--- config.mk ---
export PLATFORM = sky130hd
export DESIGN_NAME = periodic_task_timer_table_flat
export DESIGN_NICKNAME = d
export VERILOG_FILES = /design/src/ptt_pkg.sv /design/src/ptt_if.sv /design/src/ptt_cell.sv /design/src/ptt_collect.sv /design/src/periodic_task_timer_table.sv /design/src/flat_wrapper.sv
export SDC_FILE = /design/constraint.sdc
export NUM_CORES = 2
export LEC_CHECK = 0
export ABC_AREA = 1
export BUFFER_PORTS_ARGS = -buffer_cell sky130_fd_sc_hd__buf_4
export CAP_MARGIN = 25
export CORE_MARGIN = 8
export CORE_UTILIZATION = 40
export DETAILED_ROUTE_END_ITERATION = 7
export GPL_TIMING_DRIVEN = 0
export HOLD_SLACK_MARGIN = 0.12
export PLACE_DENSITY_LB_ADDON = 0.1
export SLEW_MARGIN = 20
export SYNTH_ARGS = -nofsm -noshare
export SYNTH_HDL_FRONTEND = slang
export SYNTH_SLANG_ARGS = --single-unit
--- constraint.sdc ---
create_clock -name clk_i -period 3.8 [get_ports clk_i]
set_input_delay 0.19 -clock clk_i [delete_from_list [all_inputs] [get_ports clk_i]]
set_output_delay 0.19 -clock clk_i [all_outputs]
set_load 0.01 [all_outputs]
--- src/ptt_pkg.sv ---
// Shared types, codes and sizes for the periodic task timer table.
`timescale 1ns / 1ps
`default_nettype none
package ptt_pkg;

  localparam int unsigned SLOTS = 16;

  // Item kinds
  localparam logic [1:0] KindTick   = 2'd0;
  localparam logic [1:0] KindAdd    = 2'd1;
  localparam logic [1:0] KindRemove = 2'd2;

  // Result kinds
  localparam logic [1:0] ResFired   = 2'd0;
  localparam logic [1:0] ResAdded   = 2'd1;
  localparam logic [1:0] ResFull    = 2'd2;
  localparam logic [1:0] ResRemoved = 2'd3;

  // Token that walks the row of slot cells, one cell per cycle while the chain is enabled
  typedef struct packed {
    logic        active;
    logic [1:0]  kind;
    logic [3:0]  pos;       // slot index of the cell that takes it next
    logic [7:0]  task_id;
    logic [15:0] period;
    logic [15:0] keep;      // bit 0 belongs to the cell that takes it next
    logic [15:0] now;
    logic        done;      // add already placed
    logic [4:0]  count;     // slots freed so far by a remove
  } tok_t;

  // Result as produced by a cell or by the collector
  typedef struct packed {
    logic [1:0] kind_res;
    logic [3:0] slot;
    logic [7:0] task_id_res;
    logic [4:0] removed_count;
  } res_t;

endpackage
`default_nettype wire

--- src/ptt_if.sv ---
// Valid/ready channel interfaces for input items and result items.
`timescale 1ns / 1ps
`default_nettype none
interface ptt_in_if import ptt_pkg::*; ();
  logic        valid;
  logic        ready;
  logic [1:0]  kind;
  logic [7:0]  task_id;
  logic [15:0] period;
  logic [15:0] keep_mask;

  modport source (output valid, kind, task_id, period, keep_mask, input ready);
  modport sink   (input valid, kind, task_id, period, keep_mask, output ready);
endinterface

interface ptt_out_if import ptt_pkg::*; ();
  logic       valid;
  logic       ready;
  logic [1:0] kind_res;
  logic [3:0] slot;
  logic [7:0] task_id_res;
  logic [4:0] removed_count;
  logic       last;

  modport source (output valid, kind_res, slot, task_id_res, removed_count, last,
                  input ready);
  modport sink   (input valid, kind_res, slot, task_id_res, removed_count, last,
                  output ready);
endinterface
`default_nettype wire

--- src/ptt_cell.sv ---
// One timer slot: holds its state and acts on the token passing through.
`timescale 1ns / 1ps
`default_nettype none
module ptt_cell import ptt_pkg::*; (
  input  wire  clk_i,
  input  wire  rst_ni,
  input  wire  en_i,
  input  tok_t tok_i,
  output tok_t tok_o,
  output logic res_valid_o,
  output res_t res_o
);

  logic        valid_q, valid_d;
  logic [7:0]  task_q, task_d;
  logic [15:0] due_q, due_d;
  logic [15:0] period_q, period_d;
  tok_t        tok_q, tok_d;
  logic        fire, take, drop;
  logic [15:0] resched;
  logic [15:0] first_due;

  assign resched   = tok_i.now + period_q;
  assign first_due = tok_i.now + tok_i.period;

  assign fire = tok_i.active && (tok_i.kind == KindTick) && valid_q && (due_q == tok_i.now);
  assign take = tok_i.active && (tok_i.kind == KindAdd) && !tok_i.done && !valid_q;
  assign drop = tok_i.active && (tok_i.kind == KindRemove) && valid_q
                && (task_q == tok_i.task_id);

  always_comb begin
    valid_d  = valid_q;
    task_d   = task_q;
    due_d    = due_q;
    period_d = period_q;
    if (fire) begin
      if (tok_i.keep[0]) begin
        due_d = resched;
      end else begin
        valid_d = 1'b0;
      end
    end
    if (take) begin
      valid_d  = 1'b1;
      task_d   = tok_i.task_id;
      period_d = tok_i.period;
      due_d    = first_due;
    end
    if (drop) begin
      valid_d = 1'b0;
    end

    tok_d       = tok_i;
    tok_d.pos   = tok_i.pos + 4'd1;
    tok_d.keep  = {1'b0, tok_i.keep[15:1]};
    tok_d.done  = tok_i.done | take;
    tok_d.count = drop ? tok_i.count + 5'd1 : tok_i.count;
  end

  assign res_valid_o       = fire | take;
  assign res_o.kind_res    = take ? ResAdded : ResFired;
  assign res_o.slot        = tok_i.pos;
  assign res_o.task_id_res = take ? tok_i.task_id : task_q;
  assign res_o.removed_count = 5'd0;
  assign tok_o             = tok_q;

  always_ff @(posedge clk_i or negedge rst_ni) begin
    if (!rst_ni) begin
      valid_q <= 1'b0;
      tok_q   <= '0;
    end else if (en_i) begin
      valid_q <= valid_d;
      tok_q   <= tok_d;
    end
  end

  // Slot payload needs no reset: it is read only while the slot is valid
  always_ff @(posedge clk_i) begin
    if (en_i) begin
      task_q   <= task_d;
      due_q    <= due_d;
      period_q <= period_d;
    end
  end

endmodule
`default_nettype wire

--- src/ptt_collect.sv ---
// Result collector: holds one result back to mark the last, drives the output register.
`timescale 1ns / 1ps
`default_nettype none
module ptt_collect import ptt_pkg::*; (
  input  wire  clk_i,
  input  wire  rst_ni,
  input  wire  res_valid_i,
  input  res_t res_i,
  input  tok_t end_tok_i,
  output logic en_o,
  output logic done_o,
  ptt_out_if.source out_o
);

  logic out_valid_q;
  res_t out_res_q;
  logic out_last_q;
  logic pend_valid_q;
  res_t pend_q;
  logic out_free;
  res_t final_res;

  assign out_free = !out_valid_q || out_o.ready;
  // Hold the chain while a result could not be placed
  assign en_o   = out_free || (!pend_valid_q && !end_tok_i.active);
  assign done_o = en_o && end_tok_i.active;

  always_comb begin
    final_res.kind_res      = (end_tok_i.kind == KindRemove) ? ResRemoved : ResFull;
    final_res.slot          = 4'd0;
    final_res.task_id_res   = end_tok_i.task_id;
    final_res.removed_count = (end_tok_i.kind == KindRemove) ? end_tok_i.count : 5'd0;
  end

  always_ff @(posedge clk_i or negedge rst_ni) begin
    if (!rst_ni) begin
      out_valid_q  <= 1'b0;
      pend_valid_q <= 1'b0;
    end else begin
      if (out_valid_q && out_o.ready) begin
        out_valid_q <= 1'b0;
      end
      if (en_o) begin
        if (res_valid_i) begin
          pend_valid_q <= 1'b1;
          if (pend_valid_q) begin
            out_valid_q <= 1'b1;
          end
        end
        if (end_tok_i.active) begin
          case (end_tok_i.kind)
            KindTick, KindAdd: begin
              if (pend_valid_q) begin
                out_valid_q  <= 1'b1;
                pend_valid_q <= 1'b0;
              end else if (end_tok_i.kind == KindAdd) begin
                out_valid_q <= 1'b1;
              end
            end
            KindRemove: begin
              out_valid_q <= 1'b1;
            end
            default: begin
            end
          endcase
        end
      end
    end
  end

  always_ff @(posedge clk_i) begin
    if (en_o) begin
      if (res_valid_i) begin
        pend_q <= res_i;
        if (pend_valid_q) begin
          out_res_q  <= pend_q;
          out_last_q <= 1'b0;
        end
      end
      if (end_tok_i.active) begin
        case (end_tok_i.kind)
          KindTick, KindAdd: begin
            if (pend_valid_q) begin
              out_res_q  <= pend_q;
              out_last_q <= 1'b1;
            end else if (end_tok_i.kind == KindAdd) begin
              out_res_q  <= final_res;
              out_last_q <= 1'b1;
            end
          end
          KindRemove: begin
            out_res_q  <= final_res;
            out_last_q <= 1'b1;
          end
          default: begin
          end
        endcase
      end
    end
  end

  assign out_o.valid         = out_valid_q;
  assign out_o.kind_res      = out_res_q.kind_res;
  assign out_o.slot          = out_res_q.slot;
  assign out_o.task_id_res   = out_res_q.task_id_res;
  assign out_o.removed_count = out_res_q.removed_count;
  assign out_o.last          = out_last_q;

endmodule
`default_nettype wire

--- src/periodic_task_timer_table.sv ---
// Top level of the periodic task timer table.
//
// One item is worked at a time. An accepted item is loaded into a launch
// register and walks the row of SLOTS slot cells as a token, one cell per
// cycle while the collector does not hold the row, then reaches the
// collector. Input ready returns once the collector has taken the token,
// so a new item is taken only after the last one has walked the whole row.
// A tick's fired slots come out in slot order, the last one flagged; an
// add, a full table and a remove give one result each, and an unused kind
// gives none. The last result of an item leaves the output register while
// the next item may already be walking.
`timescale 1ns / 1ps
`default_nettype none
module periodic_task_timer_table import ptt_pkg::*; (
  input  wire       clk_i,
  input  wire       rst_ni,
  ptt_in_if.sink    in_i,
  ptt_out_if.source out_o
);

  logic        busy_q;
  logic [15:0] now_q;
  tok_t        launch_q;
  tok_t        tok [SLOTS+1];
  logic [SLOTS-1:0] res_valid;
  res_t        res [SLOTS];
  logic        any_res;
  res_t        res_sel;
  logic        en;
  logic        done;
  logic        accept;
  logic [15:0] now_next;

  assign in_i.ready = !busy_q;
  assign accept     = in_i.valid && !busy_q;
  assign now_next   = (in_i.kind == KindTick) ? now_q + 16'd1 : now_q;

  always_ff @(posedge clk_i or negedge rst_ni) begin
    if (!rst_ni) begin
      busy_q   <= 1'b0;
      now_q    <= 16'd0;
      launch_q <= '0;
    end else begin
      if (accept) begin
        busy_q   <= 1'b1;
        now_q    <= now_next;
        launch_q <= '{active:  1'b1,
                      kind:    in_i.kind,
                      pos:     4'd0,
                      task_id: in_i.task_id,
                      period:  in_i.period,
                      keep:    in_i.keep_mask,
                      now:     now_next,
                      done:    1'b0,
                      count:   5'd0};
      end else begin
        if (en) begin
          launch_q.active <= 1'b0;
        end
        if (done) begin
          busy_q <= 1'b0;
        end
      end
    end
  end

  assign tok[0] = launch_q;

  for (genvar g = 0; g < SLOTS; g++) begin : g_cell
    ptt_cell u_cell (
      .clk_i       (clk_i),
      .rst_ni      (rst_ni),
      .en_i        (en),
      .tok_i       (tok[g]),
      .tok_o       (tok[g+1]),
      .res_valid_o (res_valid[g]),
      .res_o       (res[g])
    );
  end

  // At most one cell holds the token, so OR the masked results
  always_comb begin
    res_sel = '0;
    for (int i = 0; i < SLOTS; i++) begin
      if (res_valid[i]) begin
        res_sel = res_sel | res[i];
      end
    end
  end
  assign any_res = |res_valid;

  ptt_collect u_collect (
    .clk_i       (clk_i),
    .rst_ni      (rst_ni),
    .res_valid_i (any_res),
    .res_i       (res_sel),
    .end_tok_i   (tok[SLOTS]),
    .en_o        (en),
    .done_o      (done),
    .out_o       (out_o)
  );

endmodule
`default_nettype wire

--- src/flat_wrapper.sv ---
// flat-port wrapper written by rule: the top's interface ports become plain ports
module periodic_task_timer_table_flat import ptt_pkg::*;
  (clk_i, rst_ni, in_i_valid, in_i_kind, in_i_task_id, in_i_period, in_i_keep_mask, in_i_ready, out_o_valid, out_o_kind_res, out_o_slot, out_o_task_id_res, out_o_removed_count, out_o_last, out_o_ready);
  ptt_in_if in_i_i ();
  ptt_out_if out_o_i ();
  input  wire clk_i;
  input  wire rst_ni;
  input wire logic [$bits(in_i_i.valid)-1:0] in_i_valid;
  input wire logic [$bits(in_i_i.kind)-1:0] in_i_kind;
  input wire logic [$bits(in_i_i.task_id)-1:0] in_i_task_id;
  input wire logic [$bits(in_i_i.period)-1:0] in_i_period;
  input wire logic [$bits(in_i_i.keep_mask)-1:0] in_i_keep_mask;
  output wire logic [$bits(in_i_i.ready)-1:0] in_i_ready;
  output wire logic [$bits(out_o_i.valid)-1:0] out_o_valid;
  output wire logic [$bits(out_o_i.kind_res)-1:0] out_o_kind_res;
  output wire logic [$bits(out_o_i.slot)-1:0] out_o_slot;
  output wire logic [$bits(out_o_i.task_id_res)-1:0] out_o_task_id_res;
  output wire logic [$bits(out_o_i.removed_count)-1:0] out_o_removed_count;
  output wire logic [$bits(out_o_i.last)-1:0] out_o_last;
  input wire logic [$bits(out_o_i.ready)-1:0] out_o_ready;
  assign in_i_i.valid = in_i_valid;
  assign in_i_i.kind = in_i_kind;
  assign in_i_i.task_id = in_i_task_id;
  assign in_i_i.period = in_i_period;
  assign in_i_i.keep_mask = in_i_keep_mask;
  assign in_i_ready = in_i_i.ready;
  assign out_o_valid = out_o_i.valid;
  assign out_o_kind_res = out_o_i.kind_res;
  assign out_o_slot = out_o_i.slot;
  assign out_o_task_id_res = out_o_i.task_id_res;
  assign out_o_removed_count = out_o_i.removed_count;
  assign out_o_last = out_o_i.last;
  assign out_o_i.ready = out_o_ready;
  periodic_task_timer_table u_core (.clk_i(clk_i), .rst_ni(rst_ni), .in_i(in_i_i), .out_o(out_o_i));
endmodule
==> reports/qor.csv <==
stage,metric,value,unit
timing,sum of negative setup slack,0,ns
synth,sequential element share of the synthesized area,0.556,
floorplan,initial core utilization,0.402,
critical_path,CP Max Fanout,18,
synth,Synth area leader,dfrtp_1,
clock_network,CTS sink cnt,1666,
critical_path,Slowest cell on crit path,dfrtp_1,
timing,Pins Over Slew Limit,0,
finish,Finished Layout Cells,12100,
global_routing,largest net degree at the start of global routing,134,
route,via count,62100,
clock_network,Max clock buf depth,3,
hold_path,hold_sp,in_i_keep_mask[0],
synth,number of flops mapped to enable cells by yosys,673,
place,Inst Count DP,11600,
timing,min Tclk post-route,3.74,ns
timing,setup violators final,0,
synth,synth cell count leaders,"nand2_1 (2490), o21ai_0 (1253), inv_1 (994)",
route,post-route DRC violation count,0,
route,DR pass1 iterations,6,
run_status,status,"finished, final reports clean",
clock_network,clk_lat worst skew,0.82,ns
clock_network,TritonCTS Buffers,187,
synth,Syn Std Cell Area,0.0810,mm²
power_and_ir_drop,worst vdd ir,0.515,mV
route,WL final,260000,µm
critical_path,CP arrival,4.30,ns
synth,Synth async-reset ratio,0.596,
global_routing,first-pass GRT wire length,389000,µm
power_and_ir_drop,Pwr Density,750,mW/mm²
route,Avg Vias per Cell,5.13,
critical_path,CP most frequent cell,nand2_1,
synth,#FFs+latches synth,1666,
critical_path,CP Class,reg2reg,
critical_path,Critical Path Start,u_core.g_cell[13].u_cell.tok_o[68],
global_routing,Total Routing Usage GR,0.234,
floorplan,core area,0.202,mm²
floorplan,Die X,466,µm
floorplan,IO Count,68,
global_routing,vias in the first global route,61800,
place,GP Congestion,0.897,
critical_path,crit end category,register,
global_routing,initial antenna violation count,13,
synth,ys flop type,dfrtp_1,
timing,measured slew at the worst slew-check pin,1.17,ns
route,routed length per placed instance,21.5,µm
hold_path,Tightest Hold Check Type,in2reg,
synth,post-synth top area share,0.307,
synth,Synth Warn #,0,
clock_network,Root Buffer,clkbuf_16,
critical_path,crit-path cells,"nand2_1, nor4_4, buf_4, inv_4, clkbuf_4, nand2_1, o21ai_1, ha_2, fa_1, nand3_1, nand2_1, a21boi_2, o21ai_1, a31oi_1, o21ai_1, nand2_1, nand2_1, nand2_1, nand2_1, xor2_1",
clock_network,H-Tree Depth,4,
floorplan,row count,165,
timing,period utilisation layout,0.984,
floorplan,Die Span Y,466,µm
run,Max-Cap Viols,0,
finish,P&R area growth vs syn,16.2,%
critical_path,Worst Setup Start Kind,register,
timing,RSZ-0062 raised after global routing,true,
clock_network,"CTS clk-pin slew, worst paths",0.06,ns
finish,final core occ,0.467,
timing,Final Hold Violating Endpoints,0,
timing,maximum clock frequency,0.267,GHz
synth,syn nets,9149,
clock_network,CTS tree,built,
critical_path,max incr delay on CP,0.45,ns
global_routing,Overflow after GRT,0,
route,drt initial violations,4964,
synth,number of cells produced by synthesis,8818,
finish,Layout Nets,9603,
place,port bufs,67,
floorplan,die area,0.217,mm²
power_and_ir_drop,leakage,42.5,nW
synth,Syn Area/Cell,9.19,µm²
synth,most frequent cell after synthesis,nand2_1,
place,HPWL after detailed placement,194000,µm
timing,relative slew slack,0.220,
timing,final setup skew,0.0227,ns
synth,Synth cell types,59,
finish,layout cells sized above 1,0.0917,
critical_path,worst path required time,4.36,ns
route,ANT nets after route,0,
synth,largest cells by area after synthesis,"dfrtp_1 (31%), edfxtp_1 (25%), nand2_1 (12%)",
critical_path,FF-to-FF Start,u_core.g_cell[13].u_cell.tok_o[68],
-- path summary, 6_finish.rpt --
check	depth (start not counted)	slack, ns	to
worst max register to register	20	0.06	u_core.g_cell[14].u_cell.due_q[14]
max in group asynchronous	7	0.78	u_core.now_q[11]
worst min-delay path	3	0.19	u_core.launch_q[22]
worst max-delay path	20	0.06	u_core.g_cell[14].u_cell.due_q[14]
worst min register to register	0	0.45	u_core.g_cell[15].u_cell.period_q[15]
min in group asynchronous	4	0.56	u_core.g_cell[10].u_cell.tok_o[14]
-- report_power, final --
group | total, mW | leakage [nW] | internal [mW] | switching [mW]
Combinational | 22.2 | 20.6 | 7.49 | 14.7
Sequential | 30.0 | 18.9 | 25.2 | 4.80
Clock | 18.4 | 3.05 | 10.6 | 7.74
-- worst max-delay path, delay by kind of cell (launching register included) --
kind	cells	cell delay (ns)
AOI/OAI and AO/OA	5	0.84
xor gates and xnor gates	1	0.15
adders and majority gates	2	0.63
buffers and inverters	3	0.52
DFF	1	0.45
and+or+nand+nor	9	0.89
-- layout by cell type, fill, tap and decap left out, types with 60 or more instances in the layout --
master / count
o21ai_1: 60
clkbuf_16: 193
buf_4: 140
ha_1: 259
dlygate4sd3_1: 88
nand3_1: 196
nor2_1: 278
a21oi_1: 232
clkbuf_1: 222
xnor2_1: 217
edfxtp_1: 673
inv_2: 63
inv_1: 990
nand2_1: 2489
buf_2: 69
xor2_1: 280
dfrtp_1: 991
o21ai_0: 1228
-- what timing repair did --
item | in CTS | in global routing
pin swaps | 20 | 42
endpoints found under the hold margin | 222 | 0
buffers inserted | 27 | 41
gates resized for setup | 101 | 124
cloned | 0 | 0
hold buffers | 89 | 0
setup endpoints to repair | 257 | 56
-- registers in the layout, indices dropped and copies added (netlist names) --
signal	flops
u_core.busy_q	1
u_core.g_cell.u_cell.due_q	256
u_core.g_cell.u_cell.period_q	256
u_core.g_cell.u_cell.task_q	128
u_core.g_cell.u_cell.tok_o	915
u_core.g_cell.u_cell.valid_q	16
u_core.launch_q	43
u_core.now_q	16
u_core.u_collect.out_o.kind_res	2
u_core.u_collect.out_o.last	1
u_core.u_collect.out_o.removed_count	5
u_core.u_collect.out_o.slot	4
u_core.u_collect.out_o.task_id_res	8
u_core.u_collect.out_o.valid	1
u_core.u_collect.pend_q	13
u_core.u_collect.pend_valid_q	1
-- metrics by stage --
| step | hold WS (ns) | power, mW | instance area [µm²] | setup WS (ns) |
|---|---|---|---|---|
| 2_1_floorplan | -0.106 | 42.4 | 81000 | 0.265 |
| 3_3_place_gp | 0.423 | 51.0 | 84900 | -10.92 |
| 3_5_place_dp | 0.0946 | 51.7 | 85900 | -1.04 |
| 4_1_cts | 0.120 | 70.7 | 93500 | -0.0998 |
| 5_1_grt | 0.146 | 74.9 | 94100 | -0.131 |
| 6_report | 0.188 | 70.6 | 94200 | 0.0590 |
-- final cells by class --
cell class	count	area, µm²
fill	19400	108000
inverter	1063	4070
sequential	1666	45100
clock inverter	55	520
timing repair buffer	275	2740
antenna	8	20.0
buffer	302	1380
multi-input combinational	5777	31300
clock buffer	300	5710
tap	2672	3340
-- kinds of logic after synthesis --
| family | count (synthesis) | synth area share |
|---|---|---|
| buf+inv | 1375 | 0.0648 |
| xor+xnor | 497 | 0.0537 |
| flops | 1666 | 0.556 |
| fa+ha+maj | 285 | 0.0455 |
| compound gates | 1720 | 0.112 |
| simple gates | 3231 | 0.162 |
| mux | 44 | 0.00610 |
-- per-layer routing --
metal / vias up / share of wire / GRT usage
li1: 29800 / - / -
met1: 30400 / 0.44 / 0.317
met2: 1481 / 0.48 / 0.392
met3: 375 / 0.049 / 0.0315
met4: 4 / 0.035 / 0.0748
met5: - / 0.000058 / 0
Note: power is estimated with default switching activity, not from simulation.
